[src/rtl/fat_type_layout_detect_macros.svh]
// Assertion helpers for the FAT layout block.
`ifndef FAT_TYPE_LAYOUT_DETECT_MACROS_SVH
`define FAT_TYPE_LAYOUT_DETECT_MACROS_SVH
// Implication checked every clock, off while in reset.
`define FTL_ASSERT_IMP(lbl, clk, rst_n, ante, cons) \
  lbl: assert property (@(posedge clk) disable iff (!rst_n) (ante) |-> (cons)) \
    else $error("%s failed", "lbl");
// Condition that must hold every clock out of reset.
`define FTL_ASSERT_ALWAYS(lbl, clk, rst_n, cond) \
  lbl: assert property (@(posedge clk) disable iff (!rst_n) (cond)) \
    else $error("%s failed", "lbl");
`endif

[src/rtl/ftld_pkg.sv]
package ftld_pkg;

  localparam int unsigned DivStages = 32;
  localparam int unsigned QueueDepth = 4;
  localparam logic [31:0] Fat12Limit = 32'd4085;
  localparam logic [31:0] Fat16Limit = 32'd65525;
  localparam int unsigned DirEntryShift = 5;

  typedef enum logic [1:0] {
    StatOk = 2'd0,
    StatExfat = 2'd1,
    StatBadSize = 2'd2,
    StatOverrun = 2'd3
  } status_e;

  typedef enum logic [1:0] {
    FmtFat12 = 2'd0,
    FmtFat16 = 2'd1,
    FmtFat32 = 2'd2
  } fat_format_e;

  typedef struct packed {
    logic        oem_is_exfat;
    logic [15:0] bytes_per_sector;
    logic [7:0]  sectors_per_cluster;
    logic [15:0] reserved_sectors;
    logic [7:0]  fat_copies;
    logic [15:0] root_entries;
    logic [15:0] total_sectors_short;
    logic [31:0] total_sectors_long;
    logic [15:0] fat_size_short;
    logic [31:0] fat_size_long;
    logic [27:0] root_start_cluster;
  } bpb_t;

  typedef struct packed {
    logic [1:0]  status;
    logic [1:0]  fat_format;
    logic [31:0] sectors_per_fat;
    logic [31:0] volume_sectors;
    logic [15:0] first_fat_sector;
    logic [21:0] root_dir_sectors;
    logic [40:0] first_root_sector;
    logic [39:0] first_data_sector;
    logic [31:0] data_sectors;
    logic [31:0] cluster_count;
  } layout_t;

  // Classified item handed from front to back.
  typedef struct packed {
    logic [1:0]  status;       // StatOk, StatExfat or StatBadSize
    logic [7:0]  spc;
    logic [15:0] resvd;
    logic [31:0] fatsz;
    logic [31:0] total;
    logic [21:0] rds;
    logic [39:0] fat_end;      // resvd + copies * fatsz
    logic [27:0] rclus_off;    // root cluster minus two, floored
  } front_t;

endpackage

[src/rtl/ftld_fifo.sv]
module ftld_fifo #(
  parameter int unsigned Depth = ftld_pkg::QueueDepth,
  parameter int unsigned Width = 8
) (
  input  logic             clk_i,
  input  logic             rst_ni,
  input  logic             wr_valid_i,
  output logic             wr_ready_o,
  input  logic [Width-1:0] wr_data_i,
  output logic             rd_valid_o,
  input  logic             rd_ready_i,
  output logic [Width-1:0] rd_data_o
);
  localparam int unsigned Aw = (Depth > 1) ? $clog2(Depth) : 1;
  localparam int unsigned Cw = $clog2(Depth + 1);

  logic [Width-1:0] mem_q [Depth];
  logic [Aw-1:0] wp_q, rp_q;
  logic [Cw-1:0] cnt_q;
  logic push, pop;

  assign wr_ready_o = (cnt_q != Cw'(Depth));
  assign rd_valid_o = (cnt_q != '0);
  assign rd_data_o = mem_q[rp_q];
  assign push = wr_valid_i && wr_ready_o;
  assign pop = rd_valid_o && rd_ready_i;

  always_ff @(posedge clk_i) begin
    if (push) mem_q[wp_q] <= wr_data_i;
  end

  always_ff @(posedge clk_i or negedge rst_ni) begin
    if (!rst_ni) begin
      wp_q <= '0;
      rp_q <= '0;
      cnt_q <= '0;
    end else begin
      if (push) wp_q <= (wp_q == Aw'(Depth - 1)) ? '0 : wp_q + 1'b1;
      if (pop) rp_q <= (rp_q == Aw'(Depth - 1)) ? '0 : rp_q + 1'b1;
      cnt_q <= cnt_q + Cw'(push) - Cw'(pop);
    end
  end
endmodule

[config.mk]
export PLATFORM = sky130hd
export DESIGN_NAME = ftld_fifo
export DESIGN_NICKNAME = d
export VERILOG_FILES = /design/src/rtl/fat_type_layout_detect_macros.svh /design/src/rtl/ftld_pkg.sv /design/src/rtl/ftld_fifo.sv
export SDC_FILE = /design/constraint.sdc
export NUM_CORES = 1
export LEC_CHECK = 0
export BUFFER_PORTS_ARGS = -buffer_cell sky130_fd_sc_hd__buf_2
export CORE_ASPECT_RATIO = 1.2
export CORE_MARGIN = 2
export CORE_UTILIZATION = 49
export DETAILED_ROUTE_END_ITERATION = 8
export GPL_ROUTABILITY_DRIVEN = 0
export PLACE_DENSITY = 0.7
export SYNTH_ARGS = -nofsm -noshare
export SYNTH_HDL_FRONTEND = slang
export SYNTH_SLANG_ARGS = --single-unit
[constraint.sdc]
create_clock -name clk_i -period 2.7 [get_ports clk_i]
set_clock_uncertainty 0.2 [all_clocks]
set_input_delay 0.54 -clock clk_i [delete_from_list [all_inputs] [get_ports clk_i]]
set_output_delay 0.54 -clock clk_i [all_outputs]
set_load 0.05 [all_outputs]
==> results of run 1 <==
[area by class of cell]
cell class | instances | area (um2) | area share [%]
tap | 36 | 45.0 | 2.46
timing repair buffer | 24 | 130 | 7.12
inverter | 6 | 22.5 | 1.23
clock buffer | 5 | 37.5 | 2.05
sequential | 39 | 1140 | 62.2
clock inverter | 2 | 8.76 | 0.479
multi-input combinational | 37 | 447 | 24.4
[placed cells by master (no fill, tap or decap)]
| cell type | synthesis | layout |
|---|---|---|
| sky130_fd_sc_hd__edfxtp_1 | 32 | 32 |
| sky130_fd_sc_hd__buf_2 | 1 | 21 |
| sky130_fd_sc_hd__mux4_2 | 8 | 8 |
| sky130_fd_sc_hd__ha_1 | 7 | 7 |
| sky130_fd_sc_hd__inv_1 | 6 | 6 |
| sky130_fd_sc_hd__dfrtp_1 | 7 | 6 |
| sky130_fd_sc_hd__clkbuf_4 | 0 | 5 |
| sky130_fd_sc_hd__and3_1 | 4 | 4 |
| sky130_fd_sc_hd__xnor2_1 | 2 | 2 |
| sky130_fd_sc_hd__mux2_2 | 2 | 2 |
| sky130_fd_sc_hd__nor4bb_1 | 2 | 2 |
| sky130_fd_sc_hd__nor2b_1 | 2 | 2 |
| sky130_fd_sc_hd__a211o_1 | 2 | 2 |
| sky130_fd_sc_hd__buf_4 | 0 | 2 |
| sky130_fd_sc_hd__o31ai_1 | 1 | 1 |
| sky130_fd_sc_hd__or3b_1 | 1 | 1 |
| sky130_fd_sc_hd__nand2_1 | 1 | 1 |
| sky130_fd_sc_hd__or3_1 | 1 | 1 |
| sky130_fd_sc_hd__nor2_1 | 1 | 1 |
| sky130_fd_sc_hd__nor3b_1 | 1 | 1 |
| sky130_fd_sc_hd__and2_1 | 1 | 1 |
| sky130_fd_sc_hd__fa_1 | 1 | 1 |
| sky130_fd_sc_hd__clkinv_1 | 0 | 1 |
| sky130_fd_sc_hd__clkinv_2 | 0 | 1 |
| sky130_fd_sc_hd__dlygate4sd3_1 | 0 | 1 |
| sky130_fd_sc_hd__dfrtp_2 | 0 | 1 |
[layer usage]
| metal | track usage [%] | vias up | part of all wire [%] |
|---|---|---|---|
| met4 | 6.25 | 0 | 0.82 |
| met3 | 5.63 | 2 | 4.8 |
| met1 | 15.5 | 427 | 40 |
| li1 | - | 386 | - |
| met2 | 26.6 | 20 | 55 |
| met5 | 0 | - | 0 |
[worst paths after layout]
check	end	start	cells past startpoint	slack [ps]
setup / recovery	cnt_q[2]	cnt_q[0]	9	210
hold / removal	mem_q[2][4]	wr_data_i[4]	1	220
setup reg to reg	cnt_q[2]	cnt_q[0]	9	210
hold reg to reg	cnt_q[2]	cnt_q[2]	1	380
max in group asynchronous	rp_q[0]	rst_ni	2	1780
min in group asynchronous	cnt_q[0]	rst_ni	2	350
[metrics by stage]
step                      worst slack [ps]  util [%]  cell area, um2  instances  power, W
final                                  205      58.8            1830        149   0.00213
after global routing                  98.8      58.8            1830        149   0.00226
after CTS                             30.6      58.7            1830        149   0.00215
after detailed placement               237      56.9            1770        141   0.00189
after global placement                 342      56.9            1770        141   0.00186
after floorplan                        249         -            1630         85   0.00168
[registers in the layout, summed over array words and instances (netlist names)]
name and count:
mem_q 32, cnt_q 3, wp_q 2, rp_q 2
[worst register-to-register path: stages, from the launching register on]
cell	delay, ps
sky130_fd_sc_hd__dfrtp_1	450
sky130_fd_sc_hd__or3b_1	480
sky130_fd_sc_hd__nand2_1	120
sky130_fd_sc_hd__ha_1	230
sky130_fd_sc_hd__inv_1	60
sky130_fd_sc_hd__ha_1	120
sky130_fd_sc_hd__inv_1	40
sky130_fd_sc_hd__fa_1	370
sky130_fd_sc_hd__xnor2_1	180
sky130_fd_sc_hd__xnor2_1	150
[power by group]
part	switching (W)	internal (W)
clock	0.000175	0.0000924
sequential	0.000135	0.000814
combinational	0.000564	0.000347
[repair_timing]
item,CTS,global route
endpoints found under the hold margin,7,0
setup endpoints to repair,0,8
hold buffers,1,0
resized for setup,0,1
[kinds of logic (layout without fill, tap and decap cells)]
| group | Yosys count | in the layout | share of synthesized area, % |
|---|---|---|---|
| AOI/OAI and AO/OA | 3 | 3 | 1.54 |
| xor gates and xnor gates | 2 | 2 | 1.08 |
| adders and majority gates | 8 | 8 | 6.62 |
| buffers and inverters | 9 | 37 | 2.62 |
| DFF | 39 | 39 | 69.9 |
| muxes | 10 | 10 | 12.5 |
| and+or+nand+nor | 14 | 14 | 5.77 |
==> metrics.csv, run 1 <==
metric,value,unit
outcome,completed,
pwr_density_cell,1160,nW/um2
starting_density_of_the_core,52.3,%
average_size_of_a_mapped_cell,19.1,um2
drt_iter0_markers,15,
floorplan.die_area,3800,um2
sequence_of_cells_on_the_critical_path,or3b_1 > nand2_1 > ha_1 > inv_1 > ha_1 > inv_1 > fa_1 > xnor2_1 > xnor2_1,
layout.nets,133,
synth_warnings,0,
ys.flop_type,sky130_fd_sc_hd__edfxtp_1,
synth-edff-count,32,
critical_path.n_buffers_inverters,2,
clock_tree.buffer_depth,2,
netlist_area,1630,um2
tritoncts.num_buffers,5,
layout_cell_share_with_drive_strength_beyond_1,35.4,%
post-route-drc-count,0,
wl_per_cell,16.3,um
synth-seq-cells,39,
final_hold_viol_count,0,
drt-pass1-iter-count,5,
timing.critical_path.slowest_stage_cell,sky130_fd_sc_hd__or3b_1,
power_leakage,0.713,nW
sequential_to_total_area_share_from_yosys_stat,69.9,%
fmaxAchievable,401,MHz
critical_path.max_fanout,8,
synthDominantCellAreaShare,59.1,%
setup_violators_final,0,
gr-total-overflow,0,
grtUsageTotal,14.9,%
worst_setup_path_start_kind,flop,
routed_wirelength,2.43,mm
grt_pass1_vias,840,
area_delta_synth_final,12.5,%
hold_path.class,input port to flop,
final_period_minus_worst_setup_slack,2490,ps
synth_common_cells,"sky130_fd_sc_hd__edfxtp_1 (32), sky130_fd_sc_hd__mux4_2 (8), sky130_fd_sc_hd__dfrtp_1 (7), sky130_fd_sc_hd__ha_1 (7), sky130_fd_sc_hd__inv_1 (6)",
ir_drop,0.709,mV
worstSetupEndpointType,flop,
netlist.top_cell.by_area,sky130_fd_sc_hd__edfxtp_1,
grt_antenna_before_repair,0,
hold_ws,216,ps
synth.net_count,105,
worst_slew_pin_slew,439,ps
category_of_the_critical_setup_timing_path,flop to flop,
setup_tns,0,ps
grt_pass1_wl,3.93,mm
min_period_over_period,92.4,%
placementRows,22,
postSynth.asyncResetShare,17.9,%
cp_slowest_stage_delay,480,ps
post_synth_main_area_contributors,"sky130_fd_sc_hd__edfxtp_1 (59%), sky130_fd_sc_hd__mux4_2 (11%), sky130_fd_sc_hd__dfrtp_1 (11%), sky130_fd_sc_hd__ha_1 (5.4%), sky130_fd_sc_hd__and3_1 (1.5%)",
final-max-slew-violation-count,0,
num_vias,835,
tritoncts,built,
most_instantiated_library_cell_after_synthesis,sky130_fd_sc_hd__edfxtp_1,
max_slew_headroom,70.8,%
drt-vias-per-instance,5.60,
cts.sink_count,39,
clk_pin_slew_worst_paths,110,ps
grt_setup_unrepaired,no,
ant_nets,0,
detailed_place_hpwl,1.73,mm
total_i_o_pin_count,22,
worst_skew_pair.late_latency,330,ps
die_w,56.6,um
antennaDiodeCount,0,
portBuffers,21,
grt_start_max_net_pins,12,
post_cts_setup_buffer_count,0,
arrival,2550,ps
nFillCells,250,
synth_cell_types,22,
cap_viol_max_count,0,
fp.dieH,67.1,um
worst_path_dominant_cell_family,adder cells,
design.core.area,3110,um2
cp_data_required_time,2750,ps
synthCells,85,
clock_tree.htree_level_count,2,
master_cell_of_the_clock_root_buffer,sky130_fd_sc_hd__clkbuf_4,
No activity file was read; power rests on OpenSTA's default activity.
==> run 2, diff against run 1 <==
--- a/config.mk
+++ b/config.mk
@@ -5,13 +5,14 @@
 export SDC_FILE = /design/constraint.sdc
 export NUM_CORES = 1
 export LEC_CHECK = 0
+export ABC_AREA = 1
 export BUFFER_PORTS_ARGS = -buffer_cell sky130_fd_sc_hd__buf_2
 export CORE_ASPECT_RATIO = 1.2
 export CORE_MARGIN = 2
 export CORE_UTILIZATION = 49
 export DETAILED_ROUTE_END_ITERATION = 8
 export GPL_ROUTABILITY_DRIVEN = 0
-export PLACE_DENSITY = 0.7
+export PLACE_DENSITY = 0.69
 export SYNTH_ARGS = -nofsm -noshare
 export SYNTH_HDL_FRONTEND = slang
 export SYNTH_SLANG_ARGS = --single-unit
==> run 2 against run 1 <==
  * The run now ends with design-rule violations left
  * Die area is 8.1% higher
  * Non-clock buffer count is 4 higher
  * Power is 16% higher
  * First-iteration DRC count grew to 3.2 times the previous value
  * Maximum frequency is 5.5% higher
  * Core utilization is 0.85 points higher
  * Synthesized cell count is 75% higher
  * Sequential power is 3.5% lower
  * Combinational power is 21% higher
  * Register-to-register slack better by 280 ps
  * Area after synthesis is 8.7% higher
  * Final cell count is 46% higher
==> metrics.csv, run 2 <==
metric,value,unit
outcome,"finished, violations left",
violations,design-rule violations,
reg.largest.list,"mem_q (32), cnt_q (3)",
netlist.top_cell.by_area,sky130_fd_sc_hd__edfxtp_1,
synth_warnings,0,
antennaDiodeCount,0,
grtUsageTotal,15.6,%
p_sw_share,43.3,%
dp_slack,499,ps
setup_violators_final,0,
routed_wirelength,2.75,mm
power.internal,0.00140,W
synthDominantCellAreaShare,54.4,%
cp_slowest_stage_delay,530,ps
clock_tree.buffer_depth,2,
most_instantiated_library_cell_after_synthesis,sky130_fd_sc_hd__nand2_1,
pwr_density_cell,1220,nW/um2
hold_path_start,wr_data_i[0],
ir_drop,0.586,mV
worstSetupStartpoint,rp_q[1],
synth_cell_types,15,
r2r-start,cnt_q[1],
power_leakage,0.908,nW
layout_cell_share_with_drive_strength_beyond_1,21.7,%
placed_cells,208,
arrival,1620,ps
tritoncts,built,
average_size_of_a_mapped_cell,11.9,um2
post_synth_main_area_contributors,"sky130_fd_sc_hd__edfxtp_1 (54%), sky130_fd_sc_hd__dfrtp_1 (9.9%), sky130_fd_sc_hd__nand2_1 (7.4%), sky130_fd_sc_hd__o211ai_1 (6.8%), sky130_fd_sc_hd__inv_1 (6.2%)",
total_i_o_pin_count,22,
power.clock.fraction,18.6,%
instances_no_fill,217,
max_slew_headroom,72.0,%
worstSetupEndpointType,primary output,
synth-edff-count,32,
hold_path.class,input port to flop,
total_switching_power,0.00107,W
category_of_the_critical_setup_timing_path,flop to primary output,
synth.net_count,169,
sequence_of_cells_on_the_critical_path,inv_1 > o211ai_1 > nand2_1 > buf_2,
fmaxAchievable,423,MHz
final_period_minus_worst_setup_slack,2360,ps
layout.nets,199,
detailed_place_hpwl,1.93,mm
synth-seq-cells,39,
grt_pass1_wl,4.66,mm
drt_iter0_markers,48,
gr-total-overflow,0,
final-max-slew-violation-count,0,
clock_tree.htree_level_count,2,
place_area,1910,um2
drt-vias-per-instance,4.91,
post-route-drc-count,2,
registers.top_by_ff_count,mem_q,
synth_common_cells,"sky130_fd_sc_hd__nand2_1 (35), sky130_fd_sc_hd__edfxtp_1 (32), sky130_fd_sc_hd__inv_1 (29)",
pwr-share-seq,37.0,%
setup_tns,0,ps
largest_register_ffs,32,
die_w,58.8,um
finalPower,0.00248,W
master_cell_of_the_clock_root_buffer,sky130_fd_sc_hd__clkbuf_8,
worst_slew_pin_slew,420,ps
worst_setup_path_start_kind,flop,
area_delta_synth_final,14.6,%
nFillCells,290,
cap_viol_max_count,0,
synthCells,149,
final_hold_viol_count,0,
grt_antenna_before_repair,0,
floorplan.die_area,4100,um2
drt-pass1-iter-count,6,
comb_power_share,44.4,%
clk_pin_slew_worst_paths,70,ps
netlist_area,1770,um2
timing.critical_path.slowest_stage_cell,sky130_fd_sc_hd__dfrtp_1,
num_vias,1066,
min_period_over_period,87.6,%
ant_nets,0,
grt_setup_unrepaired,no,
layout.cells.most_common,sky130_fd_sc_hd__nand2_1,
post_cts_setup_buffer_count,0,
finish.instance_area,2020,um2
tritoncts.num_buffers,5,
cp_data_required_time,1960,ps
final_cell_mix,"sky130_fd_sc_hd__nand2_1 (35), sky130_fd_sc_hd__edfxtp_1 (32), sky130_fd_sc_hd__inv_1 (29), sky130_fd_sc_hd__buf_2 (21), sky130_fd_sc_hd__o211ai_1 (16)",
portBuffers,21,
placementRows,23,
timing.final.ws_setup,336,ps
postSynth.asyncResetShare,17.9,%
fp.dieH,69.8,um
ys.flop_type,sky130_fd_sc_hd__edfxtp_1,
design.core.area,3400,um2
cts.sink_count,39,
grt_pass1_vias,1063,
critical_path.max_fanout,11,
wl_per_cell,12.7,um
worst_skew_pair.late_latency,290,ps
grt_start_max_net_pins,20,
sequential_to_total_area_share_from_yosys_stat,64.3,%
starting_density_of_the_core,52.0,%
run 2: cell types whose count changed after synthesis, moves of 4 or more:
cell	before	now
sky130_fd_sc_hd__and3_1	4	0
sky130_fd_sc_hd__nand3_1	0	4
sky130_fd_sc_hd__buf_6	1	5
sky130_fd_sc_hd__nand2_1	1	35
sky130_fd_sc_hd__o211ai_1	0	16
sky130_fd_sc_hd__nor2_1	1	6
sky130_fd_sc_hd__inv_1	6	29
sky130_fd_sc_hd__mux4_2	8	0
run 2: final cells by class:
cell class	instances	area, um2	share of cell area, %
sequential	39	1140	56.1
multi-input combinational	76	465	23.0
timing repair buffer	28	160	7.91
clock buffer	5	68.8	3.40
clock inverter	3	38.8	1.92
tap	37	46.3	2.29
inverter	29	109	5.38
run 2: final timing paths:
path                                      to  slack (ps)  cells after the start
worst max register to register      cnt_q[1]         490                     10
max in group asynchronous            rp_q[0]        1720                      2
worst min-delay path             mem_q[2][0]         260                      1
worst min register to register       wp_q[1]         360                      2
worst max-delay path            rd_data_o[5]         340                      4
min in group asynchronous            wp_q[1]         410                      2
run 2: power groups by stage:
stage / Sequential (W) / Combinational [W] / Clock [W]
3_3_place_gp: 0.000923 / 0.00107 / 0
5_1_grt: 0.000932 / 0.00122 / 0.000497
6_report: 0.000916 / 0.00110 / 0.000460
4_1_cts: 0.000920 / 0.00112 / 0.000477
2_1_floorplan: 0.000894 / 0.000929 / 0
3_5_place_dp: 0.000933 / 0.00111 / 0
run 2: kinds of logic (layout without fill, tap and decap cells):
logic type / count (synthesis) / in the layout / share of synthesized area, %
buffers and inverters: 34 / 65 / 9.35
DFF: 39 / 39 / 64.3
AOI/OAI and AO/OA: 16 / 16 / 6.80
and+or+nand+nor: 50 / 50 / 12.5
xor gates and xnor gates: 2 / 2 / 0.992
adders and majority gates: 8 / 8 / 6.09
run 2: metrics by stage:
stage	util [%]	hold slack (ps)
floorplan	-	44.4
global placement	56.2	176
detailed placement	56.2	185
CTS	59.6	251
global route	59.6	251
finish	59.6	259
run 2: timing repair:
item / CTS / global route
resized for setup: 0 / 0
hold endpoints to repair: 7 / 0
hold buffers: 1 / 0
run 2: layer usage:
metal	track usage, %	vias up	wire length [um]
met4	8.08	0	57
met2	25.4	21	1410
met5	0	-	0
met1	17.1	491	1130
li1	-	548	-
met3	5.97	6	145
run 2: worst max-delay path, delay by kind of cell, from the launching register on:
family	cells	cell delay, ps
buffers and inverters	2	570
DFF	1	530
AOI/OAI and AO/OA	1	150
and+or+nand+nor	1	90
==> run 3, diff against run 2 <==
--- a/config.mk
+++ b/config.mk
@@ -12,7 +12,7 @@
 export CORE_UTILIZATION = 49
 export DETAILED_ROUTE_END_ITERATION = 8
 export GPL_ROUTABILITY_DRIVEN = 0
-export PLACE_DENSITY = 0.69
+export PLACE_DENSITY = 0.75
 export SYNTH_ARGS = -nofsm -noshare
 export SYNTH_HDL_FRONTEND = slang
 export SYNTH_SLANG_ARGS = --single-unit
==> run 3 against run 2 <==
  * The flow still finishes with violations (design-rule violations)
  * Register-to-register slack better by 20 ps
  * Die area stayed put
  * Core utilization is 0.77 points lower
  * Non-clock buffer count stayed put
  * Design area is 1.3% lower
  * Via count is 1.4% higher
  * Hold slack hardly changed
  * Routed wire length is 5.6% higher
  * Critical path type is now flop to flop
  * Largest cell class unchanged
  * Highest routed layer unchanged
==> metrics.csv, run 3 (synthesis results as in run 2) <==
metric,value,unit
hold-path-cell-count,1,
final_hold_viol_count,0,
starting_density_of_the_core,52.0,%
grt_pass1_vias,1118,
antennaDiodeCount,0,
hold_path.class,input port to flop,
ant_nets,0,
grt_start_max_net_pins,36,
post-route-drc-count,1,
area_delta_synth_final,13.1,%
detailed_place_hpwl,2.02,mm
drt_iter0_markers,50,
reg.largest.list,"mem_q (32), cnt_q (3)",
wl_per_cell,13.4,um
total_i_o_pin_count,22,
r2r-start,cnt_q[1],
layout.cells.most_common,sky130_fd_sc_hd__nand2_1,
category_of_the_critical_setup_timing_path,flop to flop,
master_cell_of_the_clock_root_buffer,sky130_fd_sc_hd__clkbuf_8,
floorplan.die_area,4100,um2
cp_data_required_time,2670,ps
ir_drop,0.769,mV
min_to,mem_q[1][5],
instances_no_fill,217,
final_cell_mix,"sky130_fd_sc_hd__nand2_1 (35), sky130_fd_sc_hd__edfxtp_1 (32), sky130_fd_sc_hd__inv_1 (29), sky130_fd_sc_hd__buf_2 (21), sky130_fd_sc_hd__o211ai_1 (16)",
worst_skew_pair.late_latency,280,ps
tritoncts.num_buffers,5,
tritoncts,built,
registers.top_by_ff_count,mem_q,
clock_tree.buffer_depth,2,
largest_register_ffs,32,
gr-total-overflow,0,
final-max-slew-violation-count,0,
worst_r2r_path_depth,11,
pwr_density_cell,1200,nW/um2
power_leakage,0.895,nW
final_period_minus_worst_setup_slack,2190,ps
die_w,58.8,um
drt-pass1-iter-count,6,
placementRows,23,
cp_slowest_stage_delay,470,ps
timing.final.ws_setup,508,ps
design.core.area,3400,um2
clock_tree.htree_level_count,2,
routed_wirelength,2.91,mm
max_slew_headroom,77.7,%
final_core_util,58.8,%
fmaxAchievable,456,MHz
num_vias,1081,
crit_top_cell,sky130_fd_sc_hd__inv_1,
cts.sink_count,39,
dp_slack,525,ps
fp.dieH,69.8,um
cap_viol_max_count,0,
grtUsageTotal,16.1,%
drt-vias-per-instance,4.98,
grt_pass1_wl,4.84,mm
worst_slew_pin_slew,335,ps
arrival,2170,ps
timing.reg2reg.setup_slack,510,ps
hold_path_start,wr_data_i[5],
outcome,"finished, violations left",
regToRegEndpoint,cnt_q[2],
grt_setup_unrepaired,no,
grt_antenna_before_repair,0,
placed_cells,208,
setup_violators_final,0,
finalPower,0.00239,W
worst_setup_path_start_kind,flop,
violations,design-rule violations,
portBuffers,21,
setup_tns,0,ps
post_cts_setup_buffer_count,0,
worstSetupEndpointType,flop,
layout_cell_share_with_drive_strength_beyond_1,21.1,%
layout.nets,199,
critical_path.max_fanout,4,
sequence_of_cells_on_the_critical_path,nor2_4 > nand2_2 > nand2_2 > inv_1 > ha_1 > inv_1 > ha_1 > inv_1 > fa_1 > nand2_1 > nand2_1,
timing.critical_path.slowest_stage_cell,sky130_fd_sc_hd__dfrtp_1,
clk_pin_slew_worst_paths,80,ps
min_period_over_period,81.2,%
==> run 3: where the power goes <==
group / internal (W) / switching [W]
combinational: 0.000320 / 0.000816
clock: 0.000177 / 0.000187
sequential: 0.000810 / 0.0000814
==> run 3: how the worst max path moves through the flow <==
stage	from	end	slack, ps	depth (start not counted)
5_1_grt	cnt_q[1]	cnt_q[2]	350	11
2_1_floorplan	cnt_q[1]	cnt_q[1]	430	10
3_3_place_gp	cnt_q[1]	cnt_q[1]	600	10
4_1_cts	rp_q[0]	rd_data_o[1]	500	4
3_5_place_dp	cnt_q[1]	cnt_q[2]	530	11
6_report	cnt_q[1]	cnt_q[2]	510	11
==> run 3: final cells by class <==
type	count	area (um2)
Sequential cell	39	1140
Multi-Input combinational cell	76	465
Fill cell	287	1400
Clock buffer	6	72.6
Timing Repair Buffer	28	160
Clock inverter	2	8.76
Inverter	29	109
Tap cell	37	46.3
==> run 3: worst max-delay path, delay by kind of cell (launching register included) <==
| kind | cells | cell delay (ps) |
|---|---|---|
| adder cells (fa/ha/maj) | 3 | 770 |
| buffers and inverters | 3 | 150 |
| flip-flops | 1 | 470 |
| AND/OR/NAND/NOR | 5 | 490 |
==> run 3: metal layers <==
metal	up-vias	track usage (%)	routed length, um
met5	-	0	0
met2	22	26.7	1540
met3	3	5.97	143
li1	547	-	-
met4	0	6.82	29
met1	509	18.2	1190
==> run 3: what timing repair did <==
action                                 in CTS  in global routing
endpoints found under the hold margin       7                  0
hold buffers                                1                  0
resized for setup                           0                  0
==> run 3: metrics by stage <==
step                hold slack, ps  cell area [um2]
floorplan                     44.4             1770
global placement               176             1910
detailed placement             184             1910
CTS                            247             2000
global route                   249             2000
finish                         259             2000
